## config.mk

```make
export PLATFORM = sky130hd
export DESIGN_NAME = packet_integrity_tag_engine
export DESIGN_NICKNAME = d
export VERILOG_FILES = /design/src/hdl/pite_pkg.sv /design/src/hdl/pite_front.sv /design/src/hdl/pite_queue.sv /design/src/hdl/pite_back.sv /design/src/hdl/packet_integrity_tag_engine.sv
export SDC_FILE = /design/constraint.sdc
export NUM_CORES = 1
export LEC_CHECK = 0
export ABC_AREA = 0
export ABC_CLOCK_PERIOD_IN_PS = 20700
export BUFFER_PORTS_ARGS = -buffer_cell sky130_fd_sc_hd__buf_2
export CORE_ASPECT_RATIO = 1.5
export CORE_MARGIN = 2
export CORE_UTILIZATION = 25
export CTS_CLUSTER_SIZE = 12
export DETAILED_ROUTE_END_ITERATION = 10
export HOLD_SLACK_MARGIN = 0.02
export PLACE_DENSITY = 0.44
export SLEW_MARGIN = 0
export SYNTH_ARGS = -nofsm -noshare
export SYNTH_HDL_FRONTEND = slang
export SYNTH_SLANG_ARGS = --single-unit
export TNS_END_PERCENT = 30
```

## constraint.sdc

```tcl
create_clock -name clock -period 20.7 [get_ports clock]
set_clock_uncertainty 0.2 [all_clocks]
set_input_delay 3.105 -clock clock [delete_from_list [all_inputs] [get_ports clock]]
set_output_delay 3.105 -clock clock [all_outputs]
set_load 0.01 [all_outputs]
```

## src/hdl/pite_pkg.sv

```systemverilog
`default_nettype none

package pite_pkg;

   // Depth of the queue between the front and the back part.
   localparam int unsigned QUEUE_DEPTH = 4;

   // Hash constants.
   localparam logic [31:0] CRC_POLY  = 32'hEDB88320;
   localparam logic [31:0] CRC_INIT  = 32'hFFFFFFFF;
   localparam logic [31:0] MULT_INIT = 32'd5381;
   localparam logic [31:0] SDBM_INIT = 32'd0;

   // Byte counter saturates here.
   localparam logic [3:0] SEEN_MAX = 4'd9;

   // Tag mode register codes; the unused code behaves as no tag.
   localparam logic [1:0] MODE_NONE = 2'd0;
   localparam logic [1:0] MODE_CRC  = 2'd1;
   localparam logic [1:0] MODE_DUAL = 2'd2;

   // Command codes.
   localparam logic CMD_GENERATE = 1'b0;
   localparam logic CMD_VERIFY   = 1'b1;

   // Tag lengths in bytes.
   localparam logic [3:0] TAG_LEN_NONE = 4'd0;
   localparam logic [3:0] TAG_LEN_CRC  = 4'd4;
   localparam logic [3:0] TAG_LEN_DUAL = 4'd8;

   // Register file: one word-aligned register, selected by the word index bit.
   localparam int unsigned CSR_ADDR_W   = 3;
   localparam logic        CSR_TAG_MODE = 1'b0;

   typedef enum logic [1:0] {
      KIND_PAYLOAD = 2'd0,
      KIND_TAG     = 2'd1,
      KIND_STATUS  = 2'd2
   } kind_type;

   typedef enum logic [1:0] {
      STAT_OK       = 2'd0,
      STAT_SHORT    = 2'd1,
      STAT_MISMATCH = 2'd2
   } stat_type;

   // One queued item: the results it causes, in emission order
   // (payload byte, then tag bytes, then status).
   typedef struct packed {
      logic        pay_pend;
      logic [7:0]  pay_byte;
      logic        pay_last;
      logic [3:0]  tag_left;
      logic [63:0] tag_word;
      logic        stat_pend;
      stat_type    stat_val;
   } op_type;

   // Reflected CRC-32 update over one byte.
   function automatic logic [31:0] crc_byte(input logic [31:0] crc, input logic [7:0] b);
      logic [31:0] c;
      c = crc ^ {24'd0, b};
      for (int k = 0; k < 8; k++) begin
         c = (c >> 1) ^ (CRC_POLY & {32{c[0]}});
      end
      return c;
   endfunction

   // Tag length of a mode.
   function automatic logic [3:0] tag_len(input logic [1:0] mode);
      logic [3:0] len;
      case (mode)
         MODE_CRC:  len = TAG_LEN_CRC;
         MODE_DUAL: len = TAG_LEN_DUAL;
         default:   len = TAG_LEN_NONE;
      endcase
      return len;
   endfunction

endpackage

`default_nettype wire

```

## src/hdl/pite_front.sv

```systemverilog
`default_nettype none

module pite_front (
   input  wire logic               clock,
   input  wire logic               reset,
   input  wire logic [1:0]         tag_mode,
   input  wire logic               req_valid,
   output logic                    req_ready,
   input  wire logic               req_cmd,
   input  wire logic [7:0]         req_data_byte,
   input  wire logic               req_is_last,
   input  wire logic               queue_full,
   output logic                    push,
   output pite_pkg::op_type        push_op
);

   logic [31:0] crc_ff, crc_in;
   logic [31:0] mult_ff, mult_in;
   logic [31:0] sdbm_ff, sdbm_in;
   logic [3:0]  seen_ff, seen_in;
   logic [7:0]  window_ff [8];
   logic [7:0]  window_in [8];

   logic        accept;
   logic [3:0]  tlen;
   logic        verify;
   logic        has_tag;
   logic        drain;
   logic [2:0]  leave_idx;
   logic [7:0]  leaving;
   logic        absorb;
   logic [7:0]  absorb_byte;
   logic [31:0] crc_new, mult_new, sdbm_new;
   logic [63:0] tag_word;
   logic [63:0] win_flat;
   logic        match;
   logic        too_short;
   pite_pkg::stat_type stat_val;

   assign req_ready = !queue_full;
   assign accept    = req_valid && !queue_full;

   // Classify the item against the current mode and byte count.
   assign tlen      = pite_pkg::tag_len(tag_mode);
   assign verify    = (req_cmd == pite_pkg::CMD_VERIFY);
   assign has_tag   = (tlen != pite_pkg::TAG_LEN_NONE);
   assign drain     = (seen_ff >= tlen);
   assign leave_idx = 3'(4'd8 - tlen);
   assign leaving   = window_ff[leave_idx];

   // In verify mode with a tag, the byte leaving the window is the one hashed.
   assign absorb      = !verify || !has_tag || drain;
   assign absorb_byte = (verify && has_tag) ? leaving : req_data_byte;

   // Hash updates for this item.
   always_comb begin
      crc_new  = crc_ff;
      mult_new = mult_ff;
      sdbm_new = sdbm_ff;
      if (absorb) begin
         crc_new  = pite_pkg::crc_byte(crc_ff, absorb_byte);
         mult_new = ((mult_ff << 5) + mult_ff) ^ {24'd0, absorb_byte};
         sdbm_new = {24'd0, absorb_byte} + (sdbm_ff << 6) + (sdbm_ff << 16) - sdbm_ff;
      end
   end

   // Tag bytes, most significant first.
   assign tag_word = (tlen == pite_pkg::TAG_LEN_CRC) ? {~crc_new, 32'd0}
                                                     : {mult_new, sdbm_new};

   // Window after taking the new byte; the oldest entry sits on top of the flat word.
   always_comb begin
      for (int i = 0; i < 7; i++) begin
         window_in[i] = window_ff[i + 1];
      end
      window_in[7] = req_data_byte;
      for (int i = 0; i < 8; i++) begin
         win_flat[63 - 8 * i -: 8] = window_in[i];
      end
   end

   // Final status of a verified packet.
   assign match     = (tlen == pite_pkg::TAG_LEN_CRC) ? (win_flat[31:0] == tag_word[63:32])
                                                      : (win_flat == tag_word);
   assign too_short = (({1'b0, seen_ff} + 5'd1) < {1'b0, tlen});

   always_comb begin
      if (!has_tag) begin
         stat_val = pite_pkg::STAT_OK;
      end else if (too_short) begin
         stat_val = pite_pkg::STAT_SHORT;
      end else if (!match) begin
         stat_val = pite_pkg::STAT_MISMATCH;
      end else begin
         stat_val = pite_pkg::STAT_OK;
      end
   end

   // Build the queue entry.
   always_comb begin
      push_op.tag_word = tag_word;
      push_op.stat_val = stat_val;
      if (!verify) begin
         push_op.pay_pend  = 1'b1;
         push_op.pay_byte  = req_data_byte;
         push_op.pay_last  = req_is_last && !has_tag;
         push_op.tag_left  = req_is_last ? tlen : 4'd0;
         push_op.stat_pend = 1'b0;
      end else begin
         push_op.pay_pend  = !has_tag || drain;
         push_op.pay_byte  = has_tag ? leaving : req_data_byte;
         push_op.pay_last  = 1'b0;
         push_op.tag_left  = 4'd0;
         push_op.stat_pend = req_is_last;
      end
   end

   // Items that cause no result are not queued.
   assign push = accept && (push_op.pay_pend || push_op.stat_pend || (push_op.tag_left != 4'd0));

   // Next packet state; the last byte returns the hashes and the count to reset values.
   always_comb begin
      crc_in  = crc_ff;
      mult_in = mult_ff;
      sdbm_in = sdbm_ff;
      seen_in = seen_ff;
      if (accept) begin
         if (req_is_last) begin
            crc_in  = pite_pkg::CRC_INIT;
            mult_in = pite_pkg::MULT_INIT;
            sdbm_in = pite_pkg::SDBM_INIT;
            seen_in = 4'd0;
         end else begin
            crc_in  = crc_new;
            mult_in = mult_new;
            sdbm_in = sdbm_new;
            seen_in = (seen_ff < pite_pkg::SEEN_MAX) ? seen_ff + 4'd1 : seen_ff;
         end
      end
   end

   always_ff @(posedge clock) begin
      if (reset) begin
         crc_ff  <= pite_pkg::CRC_INIT;
         mult_ff <= pite_pkg::MULT_INIT;
         sdbm_ff <= pite_pkg::SDBM_INIT;
         seen_ff <= 4'd0;
      end else begin
         crc_ff  <= crc_in;
         mult_ff <= mult_in;
         sdbm_ff <= sdbm_in;
         seen_ff <= seen_in;
      end
   end

   // The window only moves in verify mode.
   always_ff @(posedge clock) begin
      if (accept && verify) begin
         window_ff <= window_in;
      end
   end

   // A packet end always clears the byte count.
   assert property (@(posedge clock) disable iff (reset)
      accept && req_is_last |=> seen_ff == 4'd0)
      else $error("byte count not cleared after packet end");

   // A generated packet always queues its payload byte.
   assert property (@(posedge clock) disable iff (reset)
      accept && !verify |-> push && push_op.pay_pend)
      else $error("generate item not queued");

endmodule

`default_nettype wire

```

## src/hdl/pite_queue.sv

```systemverilog
`default_nettype none

module pite_queue #(
   parameter int unsigned Depth = pite_pkg::QUEUE_DEPTH
) (
   input  wire logic              clock,
   input  wire logic              reset,
   input  wire logic              push,
   input  wire pite_pkg::op_type  push_op,
   input  wire logic              pop,
   output pite_pkg::op_type       head_op,
   output logic                   empty,
   output logic                   full
);

   localparam int unsigned PtrW = (Depth > 1) ? $clog2(Depth) : 1;
   localparam int unsigned CntW = $clog2(Depth + 1);

   pite_pkg::op_type store_ff [Depth];
   logic [PtrW-1:0]  wr_ptr_ff, wr_ptr_in;
   logic [PtrW-1:0]  rd_ptr_ff, rd_ptr_in;
   logic [CntW-1:0]  count_ff, count_in;

   assign empty   = (count_ff == CntW'(0));
   assign full    = (count_ff == CntW'(Depth));
   assign head_op = store_ff[rd_ptr_ff];

   // Pointer and fill count updates.
   always_comb begin
      wr_ptr_in = wr_ptr_ff;
      rd_ptr_in = rd_ptr_ff;
      count_in  = count_ff;
      if (push) begin
         wr_ptr_in = (wr_ptr_ff == PtrW'(Depth - 1)) ? PtrW'(0) : wr_ptr_ff + PtrW'(1);
      end
      if (pop) begin
         rd_ptr_in = (rd_ptr_ff == PtrW'(Depth - 1)) ? PtrW'(0) : rd_ptr_ff + PtrW'(1);
      end
      if (push && !pop) begin
         count_in = count_ff + CntW'(1);
      end else if (pop && !push) begin
         count_in = count_ff - CntW'(1);
      end
   end

   always_ff @(posedge clock) begin
      if (reset) begin
         wr_ptr_ff <= '0;
         rd_ptr_ff <= '0;
         count_ff  <= '0;
      end else begin
         wr_ptr_ff <= wr_ptr_in;
         rd_ptr_ff <= rd_ptr_in;
         count_ff  <= count_in;
      end
   end

   // Entry storage.
   always_ff @(posedge clock) begin
      if (push) begin
         store_ff[wr_ptr_ff] <= push_op;
      end
   end

   assert property (@(posedge clock) disable iff (reset)
      push |-> !full)
      else $error("queue overflow");

endmodule

`default_nettype wire

```

## src/hdl/pite_back.sv

```systemverilog
`default_nettype none

module pite_back (
   input  wire logic              clock,
   input  wire logic              reset,
   input  wire pite_pkg::op_type  head_op,
   input  wire logic              empty,
   output logic                   pop,
   output logic                   rsp_valid,
   input  wire logic              rsp_ready,
   output logic [7:0]             rsp_out_byte,
   output logic [1:0]             rsp_out_kind,
   output logic                   rsp_out_last,
   output logic [1:0]             rsp_status
);

   pite_pkg::op_type   op_ff;
   logic               busy_ff, busy_in;
   logic               rsp_valid_ff, rsp_valid_in;
   logic [7:0]         byte_ff;
   pite_pkg::kind_type kind_ff;
   logic               last_ff;
   pite_pkg::stat_type stat_ff;

   pite_pkg::op_type   view;
   pite_pkg::op_type   rest;
   logic               view_valid;
   logic               emit;
   logic [7:0]         res_byte;
   pite_pkg::kind_type res_kind;
   logic               res_last;
   pite_pkg::stat_type res_stat;

   // Work on the held item, or straight from the queue head when none is held.
   assign view       = busy_ff ? op_ff : head_op;
   assign view_valid = busy_ff || !empty;
   assign emit       = view_valid && (!rsp_valid_ff || rsp_ready);
   assign pop        = emit && !busy_ff;

   // Pick the next result of the item and what remains of it.
   always_comb begin
      rest     = view;
      res_byte = 8'd0;
      res_kind = pite_pkg::KIND_STATUS;
      res_last = 1'b1;
      res_stat = pite_pkg::STAT_OK;
      if (view.pay_pend) begin
         res_byte      = view.pay_byte;
         res_kind      = pite_pkg::KIND_PAYLOAD;
         res_last      = view.pay_last;
         rest.pay_pend = 1'b0;
      end else if (view.tag_left != 4'd0) begin
         res_byte      = view.tag_word[63:56];
         res_kind      = pite_pkg::KIND_TAG;
         res_last      = (view.tag_left == 4'd1);
         rest.tag_left = view.tag_left - 4'd1;
         rest.tag_word = {view.tag_word[55:0], 8'd0};
      end else begin
         res_stat       = view.stat_val;
         rest.stat_pend = 1'b0;
      end
   end

   assign busy_in      = emit ? (rest.pay_pend || rest.stat_pend || (rest.tag_left != 4'd0))
                              : busy_ff;
   assign rsp_valid_in = emit ? 1'b1 : (rsp_ready ? 1'b0 : rsp_valid_ff);

   always_ff @(posedge clock) begin
      if (reset) begin
         busy_ff      <= 1'b0;
         rsp_valid_ff <= 1'b0;
      end else begin
         busy_ff      <= busy_in;
         rsp_valid_ff <= rsp_valid_in;
      end
   end

   // Held item and output register.
   always_ff @(posedge clock) begin
      if (emit) begin
         op_ff   <= rest;
         byte_ff <= res_byte;
         kind_ff <= res_kind;
         last_ff <= res_last;
         stat_ff <= res_stat;
      end
   end

   assign rsp_valid    = rsp_valid_ff;
   assign rsp_out_byte = byte_ff;
   assign rsp_out_kind = kind_ff;
   assign rsp_out_last = last_ff;
   assign rsp_status   = stat_ff;

   assert property (@(posedge clock) disable iff (reset)
      pop |-> !empty)
      else $error("pop from empty queue");

   assert property (@(posedge clock) disable iff (reset)
      rsp_valid_ff && kind_ff == pite_pkg::KIND_STATUS |-> last_ff)
      else $error("status result not marked last");

   assert property (@(posedge clock) disable iff (reset)
      rsp_valid_ff && kind_ff != pite_pkg::KIND_STATUS |-> stat_ff == pite_pkg::STAT_OK)
      else $error("nonzero status on a data result");

endmodule

`default_nettype wire

```

## src/hdl/packet_integrity_tag_engine.sv

```systemverilog
// Packet integrity tag engine: byte-serial CRC-32 or dual-hash tag generation and checking.
// Packet bytes enter on the req_ channel (valid/ready), one item per byte, with req_is_last
// on the final byte and req_cmd choosing generate (append tag) or verify (strip and check).
// Results leave on the rsp_ channel (valid/ready): payload bytes, appended tag bytes, and
// in verify mode a final status item. The tag mode register sits at byte address 0 of the
// csr_ port and resets to CRC-32.
// The front part takes one byte per cycle while the queue has room, hashes it, and queues
// its results; the back part sends one result per cycle while the receiver is ready, through
// an output register. The first result of an item passes through the queue, then the output
// register. A generate packet end adds 4 or 8 tag bytes, a verify packet end a status item,
// and the queue depth sets how far the input may run ahead while those results are sent.
// When the receiver stalls, results wait in the output register and the queue, and
// req_ready drops once the queue is full; nothing is lost or reordered.
// Reset clears the hashes, the byte count, the queue and the output register; the
// verify window holds no defined bytes until a packet has filled it.
`default_nettype none

module packet_integrity_tag_engine #(
   parameter int unsigned QueueDepth = pite_pkg::QUEUE_DEPTH
) (
   input  wire logic                            clock,
   input  wire logic                            reset,
   input  wire logic                            req_valid,
   output logic                                 req_ready,
   input  wire logic                            req_cmd,
   input  wire logic [7:0]                      req_data_byte,
   input  wire logic                            req_is_last,
   output logic                                 rsp_valid,
   input  wire logic                            rsp_ready,
   output logic [7:0]                           rsp_out_byte,
   output logic [1:0]                           rsp_out_kind,
   output logic                                 rsp_out_last,
   output logic [1:0]                           rsp_status,
   input  wire logic                            csr_psel,
   input  wire logic                            csr_penable,
   input  wire logic                            csr_pwrite,
   input  wire logic [pite_pkg::CSR_ADDR_W-1:0] csr_paddr,
   input  wire logic [31:0]                     csr_pwdata,
   output logic [31:0]                          csr_prdata,
   output logic                                 csr_pready
);

   logic [1:0]       tag_mode_ff, tag_mode_in;
   logic             csr_hit;
   logic             push;
   logic             pop;
   logic             queue_full;
   logic             queue_empty;
   pite_pkg::op_type push_op;
   pite_pkg::op_type head_op;

   // Register file.
   assign csr_pready  = 1'b1;
   assign csr_hit     = (csr_paddr[pite_pkg::CSR_ADDR_W-1] == pite_pkg::CSR_TAG_MODE);
   assign tag_mode_in = (csr_psel && csr_penable && csr_pwrite && csr_hit) ? csr_pwdata[1:0]
                                                                           : tag_mode_ff;
   assign csr_prdata  = csr_hit ? {30'd0, tag_mode_ff} : 32'd0;

   always_ff @(posedge clock) begin
      if (reset) begin
         tag_mode_ff <= pite_pkg::MODE_CRC;
      end else begin
         tag_mode_ff <= tag_mode_in;
      end
   end

   pite_front u_front (
      .clock         (clock),
      .reset         (reset),
      .tag_mode      (tag_mode_ff),
      .req_valid     (req_valid),
      .req_ready     (req_ready),
      .req_cmd       (req_cmd),
      .req_data_byte (req_data_byte),
      .req_is_last   (req_is_last),
      .queue_full    (queue_full),
      .push          (push),
      .push_op       (push_op)
   );

   pite_queue #(
      .Depth (QueueDepth)
   ) u_queue (
      .clock   (clock),
      .reset   (reset),
      .push    (push),
      .push_op (push_op),
      .pop     (pop),
      .head_op (head_op),
      .empty   (queue_empty),
      .full    (queue_full)
   );

   pite_back u_back (
      .clock        (clock),
      .reset        (reset),
      .head_op      (head_op),
      .empty        (queue_empty),
      .pop          (pop),
      .rsp_valid    (rsp_valid),
      .rsp_ready    (rsp_ready),
      .rsp_out_byte (rsp_out_byte),
      .rsp_out_kind (rsp_out_kind),
      .rsp_out_last (rsp_out_last),
      .rsp_status   (rsp_status)
   );

endmodule

`default_nettype wire

```

==> Flow_metrics.wiki, run 1 <==
{| class="wikitable"
! Metric !! Value
|-
| Storage cell area || 0.0162 mm²
|-
| Effective utilization at floorplan || 25.3%
|-
| Top achievable clock speed || 0.104 GHz
|-
| CP cell instances || buf_2 > nand2b_1 > buf_4 > mux2i_4 > inv_1 > fa_1 > ha_1 > nand4_1 > nor2_1 > o21ai_0 > a2111o_1 > nand4_1 > xor2_1 > a311oi_2 > nand4_1 > nor4_1 > nand4_1 > nor4_1 > a31oi_1
|-
| I/O Pins || 100
|-
| Clock Pin Slew Worst Setup and Hold Paths || 60 ps
|-
| X dimension of the die || 293 µm
|-
| Leakage component of the power || 12.6 nW
|-
| Number of cells upsized or downsized after cts || 0
|-
| Count of hold buffers inserted by post-cts repair || 0
|-
| Height of the die || 437 µm
|-
| WL final || 108,000 µm
|-
| Number of enable flip-flop cells after synthesis || 464
|-
| Maximum fanout along the worst path || 8
|-
| Top cells by area in the synthesized netlist || edfxtp_1 (45%), dfxtp_1 (7.2%), mux4_2 (6.4%)
|-
| Most prevalent standard cell on the critical path || nand4_1
|-
| Total of flip-flops plus latches after synthesis || 577
|-
| Critical setup path kind || input pin to register
|-
| Setup-violating endpoint count in the final report || 0
|-
| Share of flip-flops with an asynchronous set or reset || 0%
|-
| # rows || 158
|-
| Count of final max-slew check failures || 0
|-
| Unrepaired setup endpoints after global routing || false
|-
| WL/cell || 25.4 µm
|-
| Dominant register cell in the synthesized netlist || edfxtp_1
|-
| TritonCTS Buffers || 59
|-
| Critical Path Slowest Stage Cell || nor4_1
|-
| CTS H-Tree Depth || 2
|-
| Maximum count of clock buffers along a single path || 3
|-
| WHS Path Cells || 0
|-
| Detailed placement HPWL || 78,400 µm
|-
| Die area || 0.128 mm²
|-
| Vias in the first global route || 21,600
|-
| Via Count || 21,200
|-
| Clock Root Buffer || clkbuf_16
|-
| Count of synthesis-stage warnings from yosys || 0
|-
| Max-cap check violation count || 0
|-
| Count of fill cells added during filler insertion || 12,800
|-
| Share of post-route cells with drive strength above 1 || 13.0%
|-
| Routability congestion estimate from global placement || 0.931
|-
| Buffers inserted by post-CTS timing repair || 0
|-
| Total grt overflow || 0
|-
| Number of hold-slack violations in the final timing report || 0
|-
| Setup TNS || 0 ps
|-
| Portion of the post-synthesis area used by sequential elements || 51.8%
|-
| Antenna violations before repair || 2
|-
| Min-Delay Path Class || register to register
|-
| Area growth from synthesis to layout || 12.5%
|-
| RR Endpoint || u_queue.store_ff[2][1]
|-
| PwrDens || 143 mW/mm²
|-
| Period utilisation layout || 46.2%
|-
| Latest clock arrival within the worst-skew pair || 670 ps
|-
| Number of nets still failing antenna checks after routing || 0
|-
| Cell count of the worst reg-to-reg path || 19
|-
| Worst rel slew slack || 14.6%
|-
| Global-route wire length before repair || 155,000 µm
|-
| Startpoint of the tightest hold check path || u_front.win_flat[54]
|-
| Least-Margin Pin Slew || 1270 ps
|-
| Clock period minus final worst setup slack || 9570 ps
|-
| Worst hold path endpoint || u_front.win_flat[62]
|-
| Mean Syn Cell Area || 12.1 µm²
|-
| Library cell with the largest summed area after synthesis || edfxtp_1
|-
| Register-to-Register Setup Slack || 12,470 ps
|-
| Critical Path AT || 9640 ps
|-
| Number of nets in the layout || 2,755
|-
| Count of mapped cells out of synthesis || 2,583
|-
| Drt pass-1 iters || 6
|-
| Data required time of the worst path || 20,770 ps
|-
| Cell area after technology mapping || 0.0313 mm²
|-
| # DRC || 0
|-
| Maximum vdd drop || 87.9 µV
|-
| All-layer global routing usage || 16.6%
|-
| Top-area cell type share of the netlist area || 44.6%
|-
| Maximum number of pins on one net before global-route repair || 92
|-
| Number of vias per cell after detailed routing || 4.98
|-
| Sink count of the clock tree || 577
|-
| Post-Place Cell Area || 0.0333 mm²
|-
| Longest individual stage delay on the worst path || 840 ps
|-
| Multi-input gate area || 0.0140 mm²
|-
| TritonCTS clock tree || done
|-
| Element type at the critical path start || input pin
|-
| Final standard cell area without fillers || 0.0352 mm²
|-
| Nature of the critical path endpoint || register
|-
| Violation count after the first detailed-route iteration || 1,554
|-
| Unique masters post-synth || 90
|-
| R2r startpoint || tag_mode_ff[1]
|-
| Placeable Area || 0.124 mm²
|-
| Count of input and output buffers || 36
|-
| Status || finished, final reports clean
|}
[flip-flops by register name (all words and copies together) (netlist names), named ones only]
signal and count:
u_front.mult_ff 32, u_back.op_ff 71, tag_mode_ff 2, u_back.busy_ff 1
u_front.window_ff 8, u_back.rsp_out_last 1, u_back.rsp_valid 1, u_back.rsp_out_byte 8
u_front.seen_ff 4, u_queue.store_ff 316, u_front.crc_ff 32, u_front.sdbm_ff 32
u_back.rsp_status 2, u_front.win_flat 56, u_queue.count_ff 3, u_back.rsp_out_kind 2
u_queue.wr_ptr_ff 2, u_queue.rd_ptr_ff 2
[routing by layer]
metal | track usage, % | share of wire [%] | wire length [µm]
met2 | 30.2 | 51 | 55300
met1 | 18.1 | 38 | 40500
met4 | 11.4 | 7.8 | 8440
met5 | 0 | 0 | 0
met3 | 1.88 | 3.5 | 3810
[cells in the final DEF, fill, tap and decap left out, types with 9 or more instances in the layout]
cell type / Yosys / final
a211oi_1: 21 / 20
a21o_1: 23 / 23
a21oi_1: 130 / 129
a22oi_1: 39 / 39
a31oi_1: 18 / 18
a32oi_1: 11 / 11
and2_1: 24 / 19
and3_1: 21 / 20
buf_2: 0 / 36
buf_4: 31 / 54
clkbuf_1: 108 / 31
clkbuf_16: 0 / 60
clkinv_2: 0 / 9
conb_1: 2 / 31
dfxtp_1: 113 / 110
edfxtp_1: 464 / 464
fa_1: 20 / 20
ha_1: 85 / 84
inv_1: 134 / 134
mux2_2: 25 / 25
mux2i_1: 130 / 130
mux4_2: 89 / 89
nand2_1: 180 / 180
nand2b_1: 13 / 13
nand3_1: 45 / 45
nand3b_1: 9 / 9
nand4_1: 27 / 27
nor2_1: 207 / 206
nor2b_1: 13 / 11
nor3_1: 36 / 35
nor4_1: 15 / 15
o211ai_1: 18 / 18
o21a_1: 17 / 17
o21ai_0: 96 / 95
o22ai_1: 31 / 31
or3_1: 16 / 16
xnor2_1: 100 / 100
xnor3_1: 26 / 26
xor2_1: 61 / 61
[where the power goes]
| part | switching (mW) | internal (mW) |
|---|---|---|
| clock network | 0.475 | 0.580 |
| logic | 1.41 | 0.860 |
| registers | 0.140 | 1.58 |
| total | 2.02 | 3.02 |
[cell type report]
class	instances	share of cell area, %
Clock inverter	17	0.509
Timing Repair Buffer	91	1.72
Clock buffer	95	4.76
Multi-Input combinational cell	1733	39.7
Inverter	136	1.46
Antenna cell	4	0.0285
Tap cell	1600	5.69
Sequential cell	577	46.1
[worst max-delay path: cells and delay by family]
family | cells | cell delay [ps]
fa+ha+maj | 2 | 910
buf+inv | 3 | 780
xor+xnor | 1 | 150
simple gates | 8 | 2320
mux | 1 | 630
compound gates | 4 | 1690
[synth_stat cells (all sizes together) (26+ instances only)]
master,instances
ha,85
a21oi,130
buf,58
xnor3,26
o22ai,31
nand3,45
inv,135
mux2,26
nor2,207
mux2i,136
o21ai,99
xnor2,108
edfxtp,464
xor2,66
nor3,36
clkbuf,108
a22oi,39
nand2,180
nand4,27
dfxtp,113
mux4,89
[cell families after synthesis]
| logic type | count (synthesis) | synth area share [%] |
|---|---|---|
| XOR/XNOR | 201 | 7.21 |
| multiplexers | 251 | 12.0 |
| flip-flops | 577 | 51.8 |
| adder cells (fa/ha/maj) | 105 | 4.68 |
| AO/OA/AOI/OAI | 506 | 10.7 |
| other | 2 | 0.0240 |
| AND/OR/NAND/NOR | 639 | 9.59 |
| buffers and inverters | 302 | 4.05 |
[metrics by stage]
step / hold slack [ps] / power (mW) / setup slack (ps) / std cells / util (%)
final: 267 / 5.04 / 11130 / 4253 / 28.4
after global routing: 271 / 5.30 / 11160 / 4250 / 28.4
after CTS: 253 / 5.10 / 11290 / 4249 / 28.4
after detailed placement: 240 / 4.03 / 10600 / 4137 / 26.9
after global placement: 231 / 4.01 / 10690 / 4137 / 26.9
after floorplan: 224 / 3.23 / 11950 / 2612 / -
[worst max path at each step]
stage	start	endpoint	slack, ps	depth (start not counted)
detailed placement	req_cmd	u_queue.store_ff[0][1]	10600	19
global placement	req_cmd	u_queue.store_ff[0][1]	10690	19
floorplan	rsp_ready	u_queue.count_ff[2]	11950	10
global route	req_cmd	u_queue.store_ff[2][1]	11160	19
CTS	req_cmd	u_queue.store_ff[2][1]	11290	19
finish	req_cmd	u_queue.store_ff[2][1]	11130	19
Power figures use the tool's default switching activity.
==> run 2: changes to the inputs <==
--- a/config.mk
+++ b/config.mk
@@ -6,7 +6,7 @@
 export NUM_CORES = 1
 export LEC_CHECK = 0
 export ABC_AREA = 0
-export ABC_CLOCK_PERIOD_IN_PS = 20700
+export ABC_CLOCK_PERIOD_IN_PS = 7800
 export BUFFER_PORTS_ARGS = -buffer_cell sky130_fd_sc_hd__buf_2
 export CORE_ASPECT_RATIO = 1.5
 export CORE_MARGIN = 2
@@ -14,7 +14,7 @@
 export CTS_CLUSTER_SIZE = 12
 export DETAILED_ROUTE_END_ITERATION = 10
 export HOLD_SLACK_MARGIN = 0.02
-export PLACE_DENSITY = 0.44
+export PLACE_DENSITY = 0.45
 export SLEW_MARGIN = 0
 export SYNTH_ARGS = -nofsm -noshare
 export SYNTH_HDL_FRONTEND = slang
==> constraint.sdc (replaced) <==
create_clock -name clock -period 7.8 [get_ports clock]
set_clock_uncertainty 0.2 [all_clocks]
set_input_delay 1.17 -clock clock [delete_from_list [all_inputs] [get_ports clock]]
set_output_delay 1.17 -clock clock [all_outputs]
set_load 0.01 [all_outputs]
==> run 2 against run 1 <==
Net effect:
- die area did not move
- cell count rose by 0.89%
- worst hold slack improved by 14 ps
- register-to-register slack got worse by 12000 ps
- non-clock buffer count rose by 43
- sequential share of layout area fell by 0.47 points
- global-route usage rose by 0.088 points
- sequential cell count did not move
- setup slack got worse by 10000 ps
- highest routed layer is now met5
- via count rose by 1.1%
- first-iteration DRC count rose by 1.3%
==> Flow_metrics.wiki, run 2 (synthesis results as in run 1) <==
{| class="wikitable"
! Metric !! Value
|-
| Status || finished, final reports clean
|-
| Power share of the sequential group || 33.7% (-0.4 points)
|-
| Worst rel slew slack || 14.6% (about the same)
|-
| Drt pass-1 iters || 5 (-1)
|-
| Effective utilization at floorplan || 25.3% (unchanged)
|-
| Switching pwr || 5.40 mW (+170%)
|-
| Relative contribution of the clock network to total power || 20.8% (about the same)
|-
| Placeable Area || 0.124 mm² (unchanged)
|-
| Latest clock arrival within the worst-skew pair || 670 ps (about the same)
|-
| Maximum fanout along the worst path || 10 (+2)
|-
| Clock Root Buffer || clkbuf_16
|-
| All-layer global routing usage || 16.7% (+0.088 points)
|-
| PwrDens || 382 mW/mm² (+170%)
|-
| Antenna violations before repair || 4 (+2)
|-
| Internal power consumption || 8.16 mW (+170%)
|-
| # rows || 158 (unchanged)
|-
| Count of hold buffers inserted by post-cts repair || 0 (unchanged)
|-
| Leakage component of the power || 12.9 nW (+1.7%)
|-
| Die area || 0.128 mm² (unchanged)
|-
| Buffers inserted by post-CTS timing repair || 0 (unchanged)
|-
| Share of post-route cells with drive strength above 1 || 14.3% (+1.3 points)
|-
| Nature of the critical path endpoint || register
|-
| R2r startpoint || tag_mode_ff[1]
|-
| # DRC || 0 (unchanged)
|-
| I/O Pins || 100 (unchanged)
|-
| Critical Path Source || tag_mode_ff[1]
|-
| Number of nets still failing antenna checks after routing || 0 (unchanged)
|-
| Number of vias per cell after detailed routing || 4.99 (+0.18%)
|-
| Data required time of the worst path || 7940 ps (-12,830 ps)
|-
| Most common cell after layout, fill and taps aside || edfxtp_1
|-
| X dimension of the die || 293 µm (unchanged)
|-
| Final design utilization || 28.7% (+0.29 points)
|-
| Critical Path Slowest Stage Cell || ha_1
|-
| Most flop-heavy register || u_queue.store_ff
|-
| Maximum vdd drop || 193 µV (+120%)
|-
| Switching portion of total power || 39.8% (-0.34 points)
|-
| Least-Margin Pin Slew || 1260 ps (-4.70 ps)
|-
| Critical setup path kind || register to register
|-
| TritonCTS Buffers || 58 (-1.7%)
|-
| Global-route wire length before repair || 156,000 µm (+0.79%)
|-
| Min-Delay Path Class || register to register
|-
| Sink count of the clock tree || 577 (unchanged)
|-
| Count of input and output buffers || 36 (unchanged)
|-
| Count of final max-slew check failures || 0 (unchanged)
|-
| CP cell instances || inv_1 > ha_1 > mux2i_1 > mux2_2 > inv_1 > ha_1 > ha_1 > a21oi_1 > a21oi_1 > o21ai_0 > nand3_1 > a41oi_1 > xnor2_1 > a21oi_1 > a2111oi_0 > nor4bb_1 > buf_4 > nand4_1 > nor4_1 > a31oi_1
|-
| Maximum number of pins on one net before global-route repair || 94 (+2.2%)
|-
| Number of nets in the layout || 2,797 (+1.5%)
|-
| Via Count || 21,400 (+1.1%)
|-
| TritonCTS clock tree || done
|-
| Violation count after the first detailed-route iteration || 1,574 (+1.3%)
|-
| Setup-violating endpoint count in the final report || 0 (unchanged)
|-
| Routability congestion estimate from global placement || 0.933 (+0.20%)
|-
| Unrepaired setup endpoints after global routing || false
|-
| Setup TNS || 0 ps (unchanged)
|-
| Clock period minus final worst setup slack || 6960 ps
|-
| Flip-flop count of the largest register, all copies and words added || 316 (unchanged)
|-
| Detailed placement HPWL || 79,100 µm (+0.88%)
|-
| Period utilisation layout || 89.2%
|-
| Commonest cells after routing, fill and taps aside || edfxtp_1 (464), nor2_1 (206), nand2_1 (180)
|-
| WL final || 109,000 µm (+0.63%)
|-
| Element type at the critical path start || register
|-
| Maximum count of clock buffers along a single path || 3 (unchanged)
|-
| Height of the die || 437 µm (unchanged)
|-
| Total grt overflow || 0 (unchanged)
|-
| Vias in the first global route || 21,500 (-0.16%)
|-
| Max-cap check violation count || 0 (unchanged)
|-
| Dominant delay contributor by cell family on the critical path || compound AO/OA/AOI/OAI gates
|-
| CTS H-Tree Depth || 2 (unchanged)
|-
| Startpoint of the tightest hold check path || u_front.sdbm_ff[9]
|-
| Count of fill cells added during filler insertion || 12,700 (-0.52%)
|-
| Top achievable clock speed || 0.144 GHz
|-
| Number of cells upsized or downsized after cts || 0 (unchanged)
|-
| Number of hold-slack violations in the final timing report || 0 (unchanged)
|-
| Clock Pin Slew Worst Setup and Hold Paths || 70 ps (about the same)
|-
| WL/cell || 25.3 µm (-0.26%)
|-
| Combinational Power Share || 45.4% (+0.4 points)
|-
| Crit path buffers/inverters || 3 (unchanged)
|-
| Longest individual stage delay on the worst path || 880 ps (+40 ps)
|-
| Area growth from synthesis to layout || 13.7%
|-
| Critical Path AT || 7100 ps (-2540 ps)
|}
==> run 2: power by group through the flow <==
stage	Sequential [mW]	Clock, mW	Combinational (mW)
finish	4.57	2.83	6.16
global route	4.63	3.00	6.61
CTS	4.59	2.91	6.23
detailed placement	4.65	0	6.20
global placement	4.64	0	6.18
floorplan	4.45	0	4.12
==> run 2: path summary, 6_finish.rpt <==
check             cells past startpoint                      to  slack [ps]
hold / removal                        2      u_front.sdbm_ff[9]         280
hold reg to reg                       2      u_front.sdbm_ff[9]         280
setup / recovery                     20  u_queue.store_ff[1][1]         840
setup reg to reg                     20  u_queue.store_ff[1][1]         840
==> run 2: layout make-up <==
type	count	area, µm²	share of cell area [%]
multi-input cells	1733	14000	39.3
clock inverters	10	126	0.356
repair buffers	134	991	2.79
flip-flops and latches	577	16200	45.6
well taps	1600	2000	5.63
clock buffers	100	1720	4.85
diodes	1	2.50	0.00704
inverters	136	513	1.44
==> run 2: stage by stage <==
stage / cell area, µm² / total power, mW / instances / hold slack [ps] / worst slack, ps
final: 35500 / 13.6 / 4291 / 280 / 843
after floorplan: 31400 / 8.57 / 2612 / 224 / 984
after global routing: 35500 / 14.2 / 4291 / 286 / 495
after global placement: 33700 / 10.8 / 4180 / 240 / 671
after CTS: 35500 / 13.7 / 4290 / 272 / 864
after detailed placement: 33700 / 10.9 / 4180 / 242 / 636
==> run 2: worst reg2reg max path: cells and delay by family (launching register included) <==
kind | cells | cell delay, ps
adders and majority gates | 3 | 1510
xor gates and xnor gates | 1 | 260
DFF | 1 | 320
AOI/OAI and AO/OA | 7 | 2210
muxes | 2 | 700
and+or+nand+nor | 4 | 1060
buffers and inverters | 3 | 400
==> run 2: layer usage <==
layer | global-route usage [%] | part of all wire, % | vias up
met5 | 0 | 0.021 | -
met4 | 10.4 | 7.2 | 4
met3 | 1.99 | 4.0 | 236
met2 | 30.5 | 51 | 667
met1 | 18.4 | 38 | 10800
li1 | - | - | 9721
